--- src/design/cutr_pkg.sv ---
// types and constants of the cpu usage trend recorder
`timescale 1ns / 1ps
package cutr_pkg;

  localparam int unsigned ENTRY_W = 59;

  localparam logic [9:0]  PERMILLE_FULL = 10'd1000;
  localparam logic [31:0] COUNT_MAX     = 32'hFFFF_FFFF;
  localparam logic [3:0]  DIV_LAST_STEP = 4'd9;

  typedef struct packed {
    logic        restart;
    logic        reading_ok;
    logic [63:0] busy_time_ns;
    logic [63:0] wall_clock_ns;
    logic [47:0] stamp_ms;
  } cutr_in_t;

  typedef struct packed {
    logic [10:0] slot;
    logic [9:0]  usage_pmil;
    logic        usage_valid;
    logic [11:0] fill_count;
    logic        overrun;
    logic [31:0] total_readings;
    logic [31:0] valid_readings;
    logic [9:0]  usage_low;
    logic [9:0]  usage_high;
    logic [9:0]  usage_mean;
  } cutr_out_t;

  typedef enum logic [2:0] {
    ST_IDLE,
    ST_EVAL,
    ST_SCALE,
    ST_UDIV,
    ST_STATS,
    ST_MSET,
    ST_MDIV,
    ST_COMMIT
  } cutr_state_t;

endpackage

--- src/design/cpu_usage_trend_recorder_top.sv ---
// top level of the cpu usage trend recorder
`timescale 1ns / 1ps
// cpu usage trend recorder
// - input channel in_valid / in_stall / in_data: one counter reading per transfer
//   (busy and wall nanosecond counters, millisecond stamp, reading_ok, restart)
// - result channel out_valid / out_stall / out_data: one result per reading, with
//   the ring slot written, the usage in permille and the running statistics
// - cfg_wr_en / cfg_wr_data write ring_depth (0 or above RING_ENTRIES: full ring);
//   write it only while no reading is in flight
// - a reading is taken only in the idle state; in_stall is high from the transfer
//   until the result has been loaded into the output register
// - a reading passes the eval, scale, stats, mset and commit states; the shared 10-step
//   shift-subtract divider adds the usage quotient and then the mean quotient, each
//   only when it is needed
// - the next reading may be taken the cycle after its result is loaded, even
//   while that result still waits on a stalled receiver
// - a stalled result holds out_data; a finished reading waits in the commit state
//   until the output register is free, and in_stall stays high meanwhile
// - synchronous reset clears ring position, counts, statistics, the previous
//   reading and ring_depth; ring memory contents are not cleared (never read out)
module cpu_usage_trend_recorder_top #(
  parameter int RING_ENTRIES = 2048
) (
  input  logic                clk,
  input  logic                rst_n,
  input  logic                in_valid,
  output logic                in_stall,
  input  cutr_pkg::cutr_in_t  in_data,
  output logic                out_valid,
  input  logic                out_stall,
  output cutr_pkg::cutr_out_t out_data,
  input  logic                cfg_wr_en,
  input  logic [11:0]         cfg_wr_data
);
  import cutr_pkg::*;

  // ring address width and width of counts that must hold RING_ENTRIES itself
  localparam int AW = (RING_ENTRIES > 2) ? $clog2(RING_ENTRIES) : 1;
  localparam int CW = $clog2(RING_ENTRIES + 1);
  localparam int DW = (CW > 12) ? CW : 12;

  // ring of stored entries: {valid, usage, stamp}
  logic [ENTRY_W-1:0] ring_mem [RING_ENTRIES];
  logic               mem_we;

  cutr_state_t state_r, state_nxt;

  // control and run state
  logic [11:0]   ring_depth_r, ring_depth_nxt;
  logic [AW-1:0] write_pos_r, write_pos_nxt;
  logic [DW-1:0] held_r, held_nxt;
  logic          overrun_r, overrun_nxt;
  logic [31:0]   total_r, total_nxt;
  logic [31:0]   vtot_r, vtot_nxt;
  logic [41:0]   sum_r, sum_nxt;
  logic [9:0]    min_r, min_nxt;
  logic [9:0]    max_r, max_nxt;
  logic [63:0]   prev_busy_r, prev_busy_nxt;
  logic [63:0]   prev_wall_r, prev_wall_nxt;
  logic          prev_present_r, prev_present_nxt;
  logic          out_valid_r, out_valid_nxt;

  // per-reading working registers
  cutr_in_t      item_r, item_nxt;
  logic [AW-1:0] slot_r, slot_nxt;
  logic          uvalid_r, uvalid_nxt;
  logic [63:0]   bd_r, bd_nxt;
  logic [63:0]   wd_r, wd_nxt;
  logic [9:0]    usage_r, usage_nxt;
  logic [9:0]    mean_r, mean_nxt;
  logic [73:0]   rem_r, rem_nxt;
  logic [73:0]   div_r, div_nxt;
  logic [9:0]    quo_r, quo_nxt;
  logic [3:0]    cnt_r, cnt_nxt;
  cutr_out_t     out_data_r, out_data_nxt;

  // helpers
  logic [DW-1:0] depth_w;
  logic [DW-1:0] cfg_ext;
  logic [AW-1:0] slot_w;
  logic          div_ge;
  logic [73:0]   rem_step;
  logic [9:0]    quo_step;
  logic [73:0]   bd_ext;
  logic [73:0]   bd_scaled;
  logic [31:0]   vtot_after;
  logic          out_free;

  assign in_stall  = (state_r != ST_IDLE);
  assign out_valid = out_valid_r;
  assign out_data  = out_data_r;

  // depth in use: zero or oversized means the whole ring
  assign cfg_ext = DW'(ring_depth_r);
  assign depth_w = ((ring_depth_r == 12'd0) || (cfg_ext > DW'(RING_ENTRIES))) ?
                   DW'(RING_ENTRIES) : cfg_ext;

  // slot wraps to 0 when the depth was lowered to or below the write position
  assign slot_w = (DW'(write_pos_r) < depth_w) ? write_pos_r : '0;

  // one restoring divide step, quotient bit per cycle
  assign div_ge   = (rem_r >= div_r);
  assign rem_step = div_ge ? (rem_r - div_r) : rem_r;
  assign quo_step = {quo_r[8:0], div_ge};

  // busy delta times 1000 = x*1024 - x*32 + x*8, exact in 74 bits
  assign bd_ext    = {10'd0, bd_r};
  assign bd_scaled = (bd_ext << 10) - (bd_ext << 5) + (bd_ext << 3);

  assign out_free = !out_valid_r || !out_stall;
  assign mem_we   = (state_r == ST_COMMIT) && out_free;

  always_comb begin
    state_nxt        = state_r;
    ring_depth_nxt   = cfg_wr_en ? cfg_wr_data : ring_depth_r;
    write_pos_nxt    = write_pos_r;
    held_nxt         = held_r;
    overrun_nxt      = overrun_r;
    total_nxt        = total_r;
    vtot_nxt         = vtot_r;
    sum_nxt          = sum_r;
    min_nxt          = min_r;
    max_nxt          = max_r;
    prev_busy_nxt    = prev_busy_r;
    prev_wall_nxt    = prev_wall_r;
    prev_present_nxt = prev_present_r;
    item_nxt         = item_r;
    slot_nxt         = slot_r;
    uvalid_nxt       = uvalid_r;
    bd_nxt           = bd_r;
    wd_nxt           = wd_r;
    usage_nxt        = usage_r;
    mean_nxt         = mean_r;
    rem_nxt          = rem_r;
    div_nxt          = div_r;
    quo_nxt          = quo_r;
    cnt_nxt          = cnt_r;
    out_data_nxt     = out_data_r;
    out_valid_nxt    = out_valid_r && out_stall;
    vtot_after       = vtot_r;

    unique case (state_r)
      ST_IDLE: begin
        if (in_valid) begin
          item_nxt  = in_data;
          state_nxt = ST_EVAL;
          // restart clears the run before this reading is handled
          if (in_data.restart) begin
            write_pos_nxt    = '0;
            held_nxt         = '0;
            overrun_nxt      = 1'b0;
            total_nxt        = '0;
            vtot_nxt         = '0;
            sum_nxt          = '0;
            min_nxt          = '0;
            max_nxt          = '0;
            prev_busy_nxt    = '0;
            prev_wall_nxt    = '0;
            prev_present_nxt = 1'b0;
          end
        end
      end

      ST_EVAL: begin
        uvalid_nxt = item_r.reading_ok && prev_present_r &&
                     (item_r.busy_time_ns >= prev_busy_r) &&
                     (item_r.wall_clock_ns > prev_wall_r);
        bd_nxt = item_r.busy_time_ns - prev_busy_r;
        wd_nxt = item_r.wall_clock_ns - prev_wall_r;
        if (item_r.reading_ok) begin
          prev_busy_nxt    = item_r.busy_time_ns;
          prev_wall_nxt    = item_r.wall_clock_ns;
          prev_present_nxt = 1'b1;
        end
        slot_nxt      = slot_w;
        write_pos_nxt = ((DW'(slot_w) + DW'(1)) >= depth_w) ? '0 : (slot_w + AW'(1));
        if (held_r < depth_w) begin
          held_nxt = held_r + DW'(1);
        end else begin
          held_nxt    = depth_w;
          overrun_nxt = 1'b1;
        end
        if (total_r != COUNT_MAX) begin
          total_nxt = total_r + 32'd1;
        end
        state_nxt = ST_SCALE;
      end

      ST_SCALE: begin
        if (!uvalid_r) begin
          usage_nxt = '0;
          state_nxt = ST_STATS;
        end else if (bd_r >= wd_r) begin
          usage_nxt = PERMILLE_FULL;
          state_nxt = ST_STATS;
        end else begin
          // quotient below 1000, so ten steps from divisor * 512 suffice
          rem_nxt   = bd_scaled;
          div_nxt   = {1'b0, wd_r, 9'd0};
          quo_nxt   = '0;
          cnt_nxt   = DIV_LAST_STEP;
          state_nxt = ST_UDIV;
        end
      end

      ST_UDIV: begin
        rem_nxt = rem_step;
        div_nxt = div_r >> 1;
        quo_nxt = quo_step;
        cnt_nxt = cnt_r - 4'd1;
        if (cnt_r == 4'd0) begin
          usage_nxt = quo_step;
          state_nxt = ST_STATS;
        end
      end

      ST_STATS: begin
        if (uvalid_r) begin
          // saturated valid count freezes the sum and so the mean
          if (vtot_r != COUNT_MAX) begin
            vtot_after = vtot_r + 32'd1;
            sum_nxt    = sum_r + 42'(usage_r);
          end
          vtot_nxt = vtot_after;
          if ((vtot_after == 32'd1) || (usage_r < min_r)) begin
            min_nxt = usage_r;
          end
          if ((vtot_after == 32'd1) || (usage_r > max_r)) begin
            max_nxt = usage_r;
          end
        end
        state_nxt = ST_MSET;
      end

      ST_MSET: begin
        if (vtot_r == 32'd0) begin
          mean_nxt  = '0;
          state_nxt = ST_COMMIT;
        end else begin
          // mean never exceeds 1000, ten steps again
          rem_nxt   = {32'd0, sum_r};
          div_nxt   = {33'd0, vtot_r, 9'd0};
          quo_nxt   = '0;
          cnt_nxt   = DIV_LAST_STEP;
          state_nxt = ST_MDIV;
        end
      end

      ST_MDIV: begin
        rem_nxt = rem_step;
        div_nxt = div_r >> 1;
        quo_nxt = quo_step;
        cnt_nxt = cnt_r - 4'd1;
        if (cnt_r == 4'd0) begin
          mean_nxt  = quo_step;
          state_nxt = ST_COMMIT;
        end
      end

      ST_COMMIT: begin
        // wait here until the output register can take the result
        if (out_free) begin
          out_valid_nxt               = 1'b1;
          out_data_nxt.slot           = 11'(slot_r);
          out_data_nxt.usage_pmil     = usage_r;
          out_data_nxt.usage_valid    = uvalid_r;
          out_data_nxt.fill_count     = 12'(held_r);
          out_data_nxt.overrun        = overrun_r;
          out_data_nxt.total_readings = total_r;
          out_data_nxt.valid_readings = vtot_r;
          out_data_nxt.usage_low      = min_r;
          out_data_nxt.usage_high     = max_r;
          out_data_nxt.usage_mean     = mean_r;
          state_nxt                   = ST_IDLE;
        end
      end

      default: begin
        state_nxt = ST_IDLE;
      end
    endcase
  end

  // control state, cleared by reset
  always_ff @(posedge clk) begin
    if (!rst_n) begin
      state_r        <= ST_IDLE;
      ring_depth_r   <= '0;
      write_pos_r    <= '0;
      held_r         <= '0;
      overrun_r      <= 1'b0;
      total_r        <= '0;
      vtot_r         <= '0;
      sum_r          <= '0;
      min_r          <= '0;
      max_r          <= '0;
      prev_busy_r    <= '0;
      prev_wall_r    <= '0;
      prev_present_r <= 1'b0;
      out_valid_r    <= 1'b0;
    end else begin
      state_r        <= state_nxt;
      ring_depth_r   <= ring_depth_nxt;
      write_pos_r    <= write_pos_nxt;
      held_r         <= held_nxt;
      overrun_r      <= overrun_nxt;
      total_r        <= total_nxt;
      vtot_r         <= vtot_nxt;
      sum_r          <= sum_nxt;
      min_r          <= min_nxt;
      max_r          <= max_nxt;
      prev_busy_r    <= prev_busy_nxt;
      prev_wall_r    <= prev_wall_nxt;
      prev_present_r <= prev_present_nxt;
      out_valid_r    <= out_valid_nxt;
    end
  end

  // payload and divider registers
  always_ff @(posedge clk) begin
    item_r     <= item_nxt;
    slot_r     <= slot_nxt;
    uvalid_r   <= uvalid_nxt;
    bd_r       <= bd_nxt;
    wd_r       <= wd_nxt;
    usage_r    <= usage_nxt;
    mean_r     <= mean_nxt;
    rem_r      <= rem_nxt;
    div_r      <= div_nxt;
    quo_r      <= quo_nxt;
    cnt_r      <= cnt_nxt;
    out_data_r <= out_data_nxt;
  end

  // ring write when the result is committed
  always_ff @(posedge clk) begin
    if (mem_we) begin
      ring_mem[slot_r] <= {uvalid_r, usage_r, item_r.stamp_ms};
    end
  end

endmodule

--- config.mk ---
export PLATFORM = sky130hd
export DESIGN_NAME = cpu_usage_trend_recorder_top
export DESIGN_NICKNAME = d
export VERILOG_FILES = /design/src/design/cutr_pkg.sv /design/src/design/cpu_usage_trend_recorder_top.sv
export SDC_FILE = /design/constraint.sdc
export NUM_CORES = 2
export LEC_CHECK = 0
export BUFFER_PORTS_ARGS = -buffer_cell sky130_fd_sc_hd__buf_2
export CAP_MARGIN = 40
export CORE_MARGIN = 2
export CORE_UTILIZATION = 45
export DETAILED_ROUTE_END_ITERATION = 7
export PLACE_DENSITY = 0.62
export SLEW_MARGIN = 20
export SYNTH_ARGS = -nofsm -noshare
export SYNTH_HDL_FRONTEND = slang
export SYNTH_SLANG_ARGS = --single-unit
--- constraint.sdc ---
create_clock -name clk -period 8.6 [get_ports clk]
set_input_delay 0.86 -clock clk [delete_from_list [all_inputs] [get_ports clk]]
set_output_delay 0.86 -clock clk [all_outputs]
set_load 0.02 [all_outputs]
==> flow_metrics.py <==
metrics = {
    "synthesis": {
        "synthTopCellsByArea": "edfxtp_1 32%, dfxtp_1 11%, ha_1 9.3%, inv_1 3.9%, a21oi_1 3.5%",
        "synth_common_cells": "578 x edfxtp_1, 569 x inv_1, 493 x nand2_1",
        "synthDominantCellAreaShare_pct": 31.6,
        "ys_seq_area_share_pct": 42.4,
        "yosysTopAreaCell": "edfxtp_1",
        "yosys_warnings": 0,
        "synth-edff-count": 578,
        "ys_ff_latch": 873,
        "avgSynthCellArea_um2": 9.41,
        "ys_types": 103,
        "synth.net_count": 6498,
        "ys.flop_type": "edfxtp_1",
        "syn_inst": 5832,
        "syn-cell-area_um2": 54900,
        "synthArstFlopShare_pct": 0,
        "synth.most_common_cell": "edfxtp_1",
    },
    "critical_path": {
        "reg2reg_depth": 14,
        "cp_slowest_stage_delay_ns": 0.62,
        "crit_slowest_cell": "buf_4",
        "r2r_start": "bd_r[0]",
        "critPathLaunchType": "flop",
        "crit_fanout": 38,
        "cp-end-kind": "flop",
        "arrival_ns": 5.67,
        "r2r_slack_ns": 3.26,
        "worstPathRequired_ns": 8.93,
        "r2r-end": "div_r[54]",
        "crit_chain": "inv_1 -> ha_1 -> nand2b_1 -> a21o_1 -> a21o_1 -> a21oi_1 -> o21ai_0 -> a311o_1 -> a21oi_1 -> o31a_1 -> nor2_1 -> o21ai_4 -> buf_4 -> buf_4",
        "crit_type": "flop to flop",
    },
    "cts": {
        "cts_buffer_depth": 3,
        "ctsResizeCount": 0,
        "root_buffer": "clkbuf_16",
        "path_clk_slew_ns": 0.07,
        "cts.sinks": 873,
        "cts_made_buffers": 97,
        "cts-hold-fix-buffers": 0,
        "post_cts_buffers": 0,
        "insertion_delay_ns": 0.71,
        "cts_tree": "yes",
        "htree_levels": 3,
    },
    "floorplanning": {
        "die_width_um": 353,
        "dieArea_um2": 125000,
        "die_h_um": 353,
        "core-area_um2": 121000,
        "io_pins": 326,
        "rows": 128,
        "initial_core_util_pct": 45.2,
    },
    "route": {
        "vias": 43255,
        "wl_um": 151000,
        "viasPerCell": 5.61,
        "drcViolationCount": 0,
        "drtIter0Drc": 3294,
        "ant_nets": 0,
        "wl_per_cell_um": 19.6,
        "drt_first_pass_iters": 6,
    },
    "power_and_ir_drop": {
        "p_leak_uw": 0.0244,
        "ir_drop_uv": 255,
        "finalPower_uw": 25400,
        "p_per_area_nw_per_um2": 414,
    },
    "sta": {
        "clock.fmax_ghz": 0.187,
        "fin_skew_ns": 0.0240,
        "tightest_slew_ns": 0.878,
        "slew_headroom_pct": 40.9,
        "hold_violations": 0,
        "rsz0062_at_grt": "false",
        "slew_violations": 0,
        "tns_ns": 0,
        "min_period_ns": 5.34,
        "post-route-period-util_pct": 62.1,
        "finalSetupViolCount": 0,
    },
    "min_path": {
        "holdPathEnd": "item_r[164]",
        "hp-start": "in_data[164]",
        "hold_class": "input port to flop",
        "min_path_cells": 1,
    },
    "grt": {
        "grt_pass1_wl_um": 235000,
        "grt_pass1_vias": 41266,
        "antenna_found_initial": 0,
        "overflow": 0,
        "grt_max_degree": 101,
        "grtUsageTotal_pct": 23.7,
    },
    "place": {
        "dp_hpwl_um": 115000,
        "port_buffers": 277,
        "gp_congestion": 0.938,
        "dp_cells": 7516,
    },
    "run_status": {
        "status": "complete, no violations",
    },
    "finish": {
        "areaGrowthSynthToFinish_pct": 11.7,
        "n_fill_cell": 11428,
        "layout.nets": 6659,
        "drive_gt1_share_pct": 9.53,
        "register_area_um2": 23300,
        "final_cells": 7704,
        "multi_input_area_um2": 28500,
    },
    "flow_run": {
        "cap_violations": 0,
    },
}
[area by class of cell]
cell class	instances	area share, %
flip-flops and latches	873	37.9
well taps	1625	3.32
multi-input cells	4118	46.5
clock buffers	121	4.34
repair buffers	332	3.22
diodes	1	0.00408
inverters	571	3.50
clock inverters	63	1.14
[worst max-delay path, delay by kind of cell (launching register included)]
kind / cells / cell delay (ns)
compound gates: 8 / 2.34
fa+ha+maj: 1 / 0.32
buf+inv: 3 / 1.38
flops: 1 / 0.58
simple gates: 2 / 0.27
[stage by stage]
step | utilization [%] | hold WS (ns) | worst slack, ns | area (um^2)
6_report | 50.5 | 0.320 | 3.26 | 61300
5_1_grt | 50.5 | 0.309 | 2.97 | 61300
4_1_cts | 50.5 | 0.282 | 3.13 | 61300
3_5_place_dp | 47.7 | 0.405 | 3.17 | 57900
3_3_place_gp | 47.5 | 0.404 | 3.22 | 57700
2_1_floorplan | - | 0.400 | 0.169 | 54900
[worst max-delay path by stage]
stage,from,to,depth (start not counted)
global placement,bd_r[0],div_r[64],14
finish,bd_r[0],div_r[54],14
CTS,bd_r[0],div_r[54],14
floorplan,state_r[0],out_data[0],6
detailed placement,bd_r[0],div_r[64],14
global route,bd_r[0],div_r[50],14
[cells in the final DEF (no fill, tap or decap), drive strengths merged, types with 17 or more instances in the layout]
cell	netlist	final
a211oi	40	40
a21boi	154	154
a21o	231	231
a21oi	384	384
a22o	20	20
a22oi	99	99
a31oi	43	43
and2	44	44
and3	73	73
buf	56	331
clkbuf	214	121
clkinv	1	28
dfxtp	295	295
edfxtp	578	578
fa	61	61
ha	410	410
inv	570	584
mux2i	24	24
nand2	493	493
nand2b	62	62
nand3	258	258
nand4	100	100
nor2	300	300
nor2b	73	73
nor3	85	85
nor4	35	35
o211ai	34	34
o21a	42	42
o21ai	318	318
o21bai	52	52
o221ai	17	17
o22ai	73	73
o31ai	29	29
or2	24	24
or3	28	28
xnor2	198	198
xor2	139	139
[layer usage]
layer  GRT usage, %  up-vias  wire, um  share of wire [%]
li1               -    21343         -                  -
met1           33.9    20572     71800                 48
met2           38.2     1145     68500                 45
met3           2.45      195      7240                4.8
met4           6.44        0      3550                2.3
met5              0        -         0                  0
[cell families (layout without fill, tap and decap cells)]
| family | after synthesis | after routing | share of synthesized area, % |
|---|---|---|---|
| adders and majority gates | 471 | 471 | 11.6 |
| muxes | 26 | 26 | 0.479 |
| AOI/OAI and AO/OA | 1666 | 1666 | 20.0 |
| DFF | 873 | 873 | 42.4 |
| other | 0 | 1 | 0 |
| xor gates and xnor gates | 337 | 337 | 5.38 |
| buffers and inverters | 841 | 1087 | 5.85 |
| and+or+nand+nor | 1618 | 1618 | 14.3 |
[report_power, final]
group	internal [uW]	leakage, uW	switching, uW	total, uW
registers	6050	0.00781	652	6700
clock network	2530	0.00161	1850	4380
logic	5520	0.0150	8800	14300
total	14100	0.0244	11300	25400
[registers in the layout, summed over array words and instances (netlist names), 10 cells and up]
register     cells
out_data       129
usage_r         10
mean_r          10
cfg_ext         12
div_r           73
min_r           10
slot_r          11
prev_wall_r     64
held_r          12
bd_r            64
sum_r           42
write_pos_r     11
wd_r            64
prev_busy_r     64
item_r         129
max_r           10
total_r         32
rem_r           74
vtot_r          32
(Power assumes the default switching activity.)
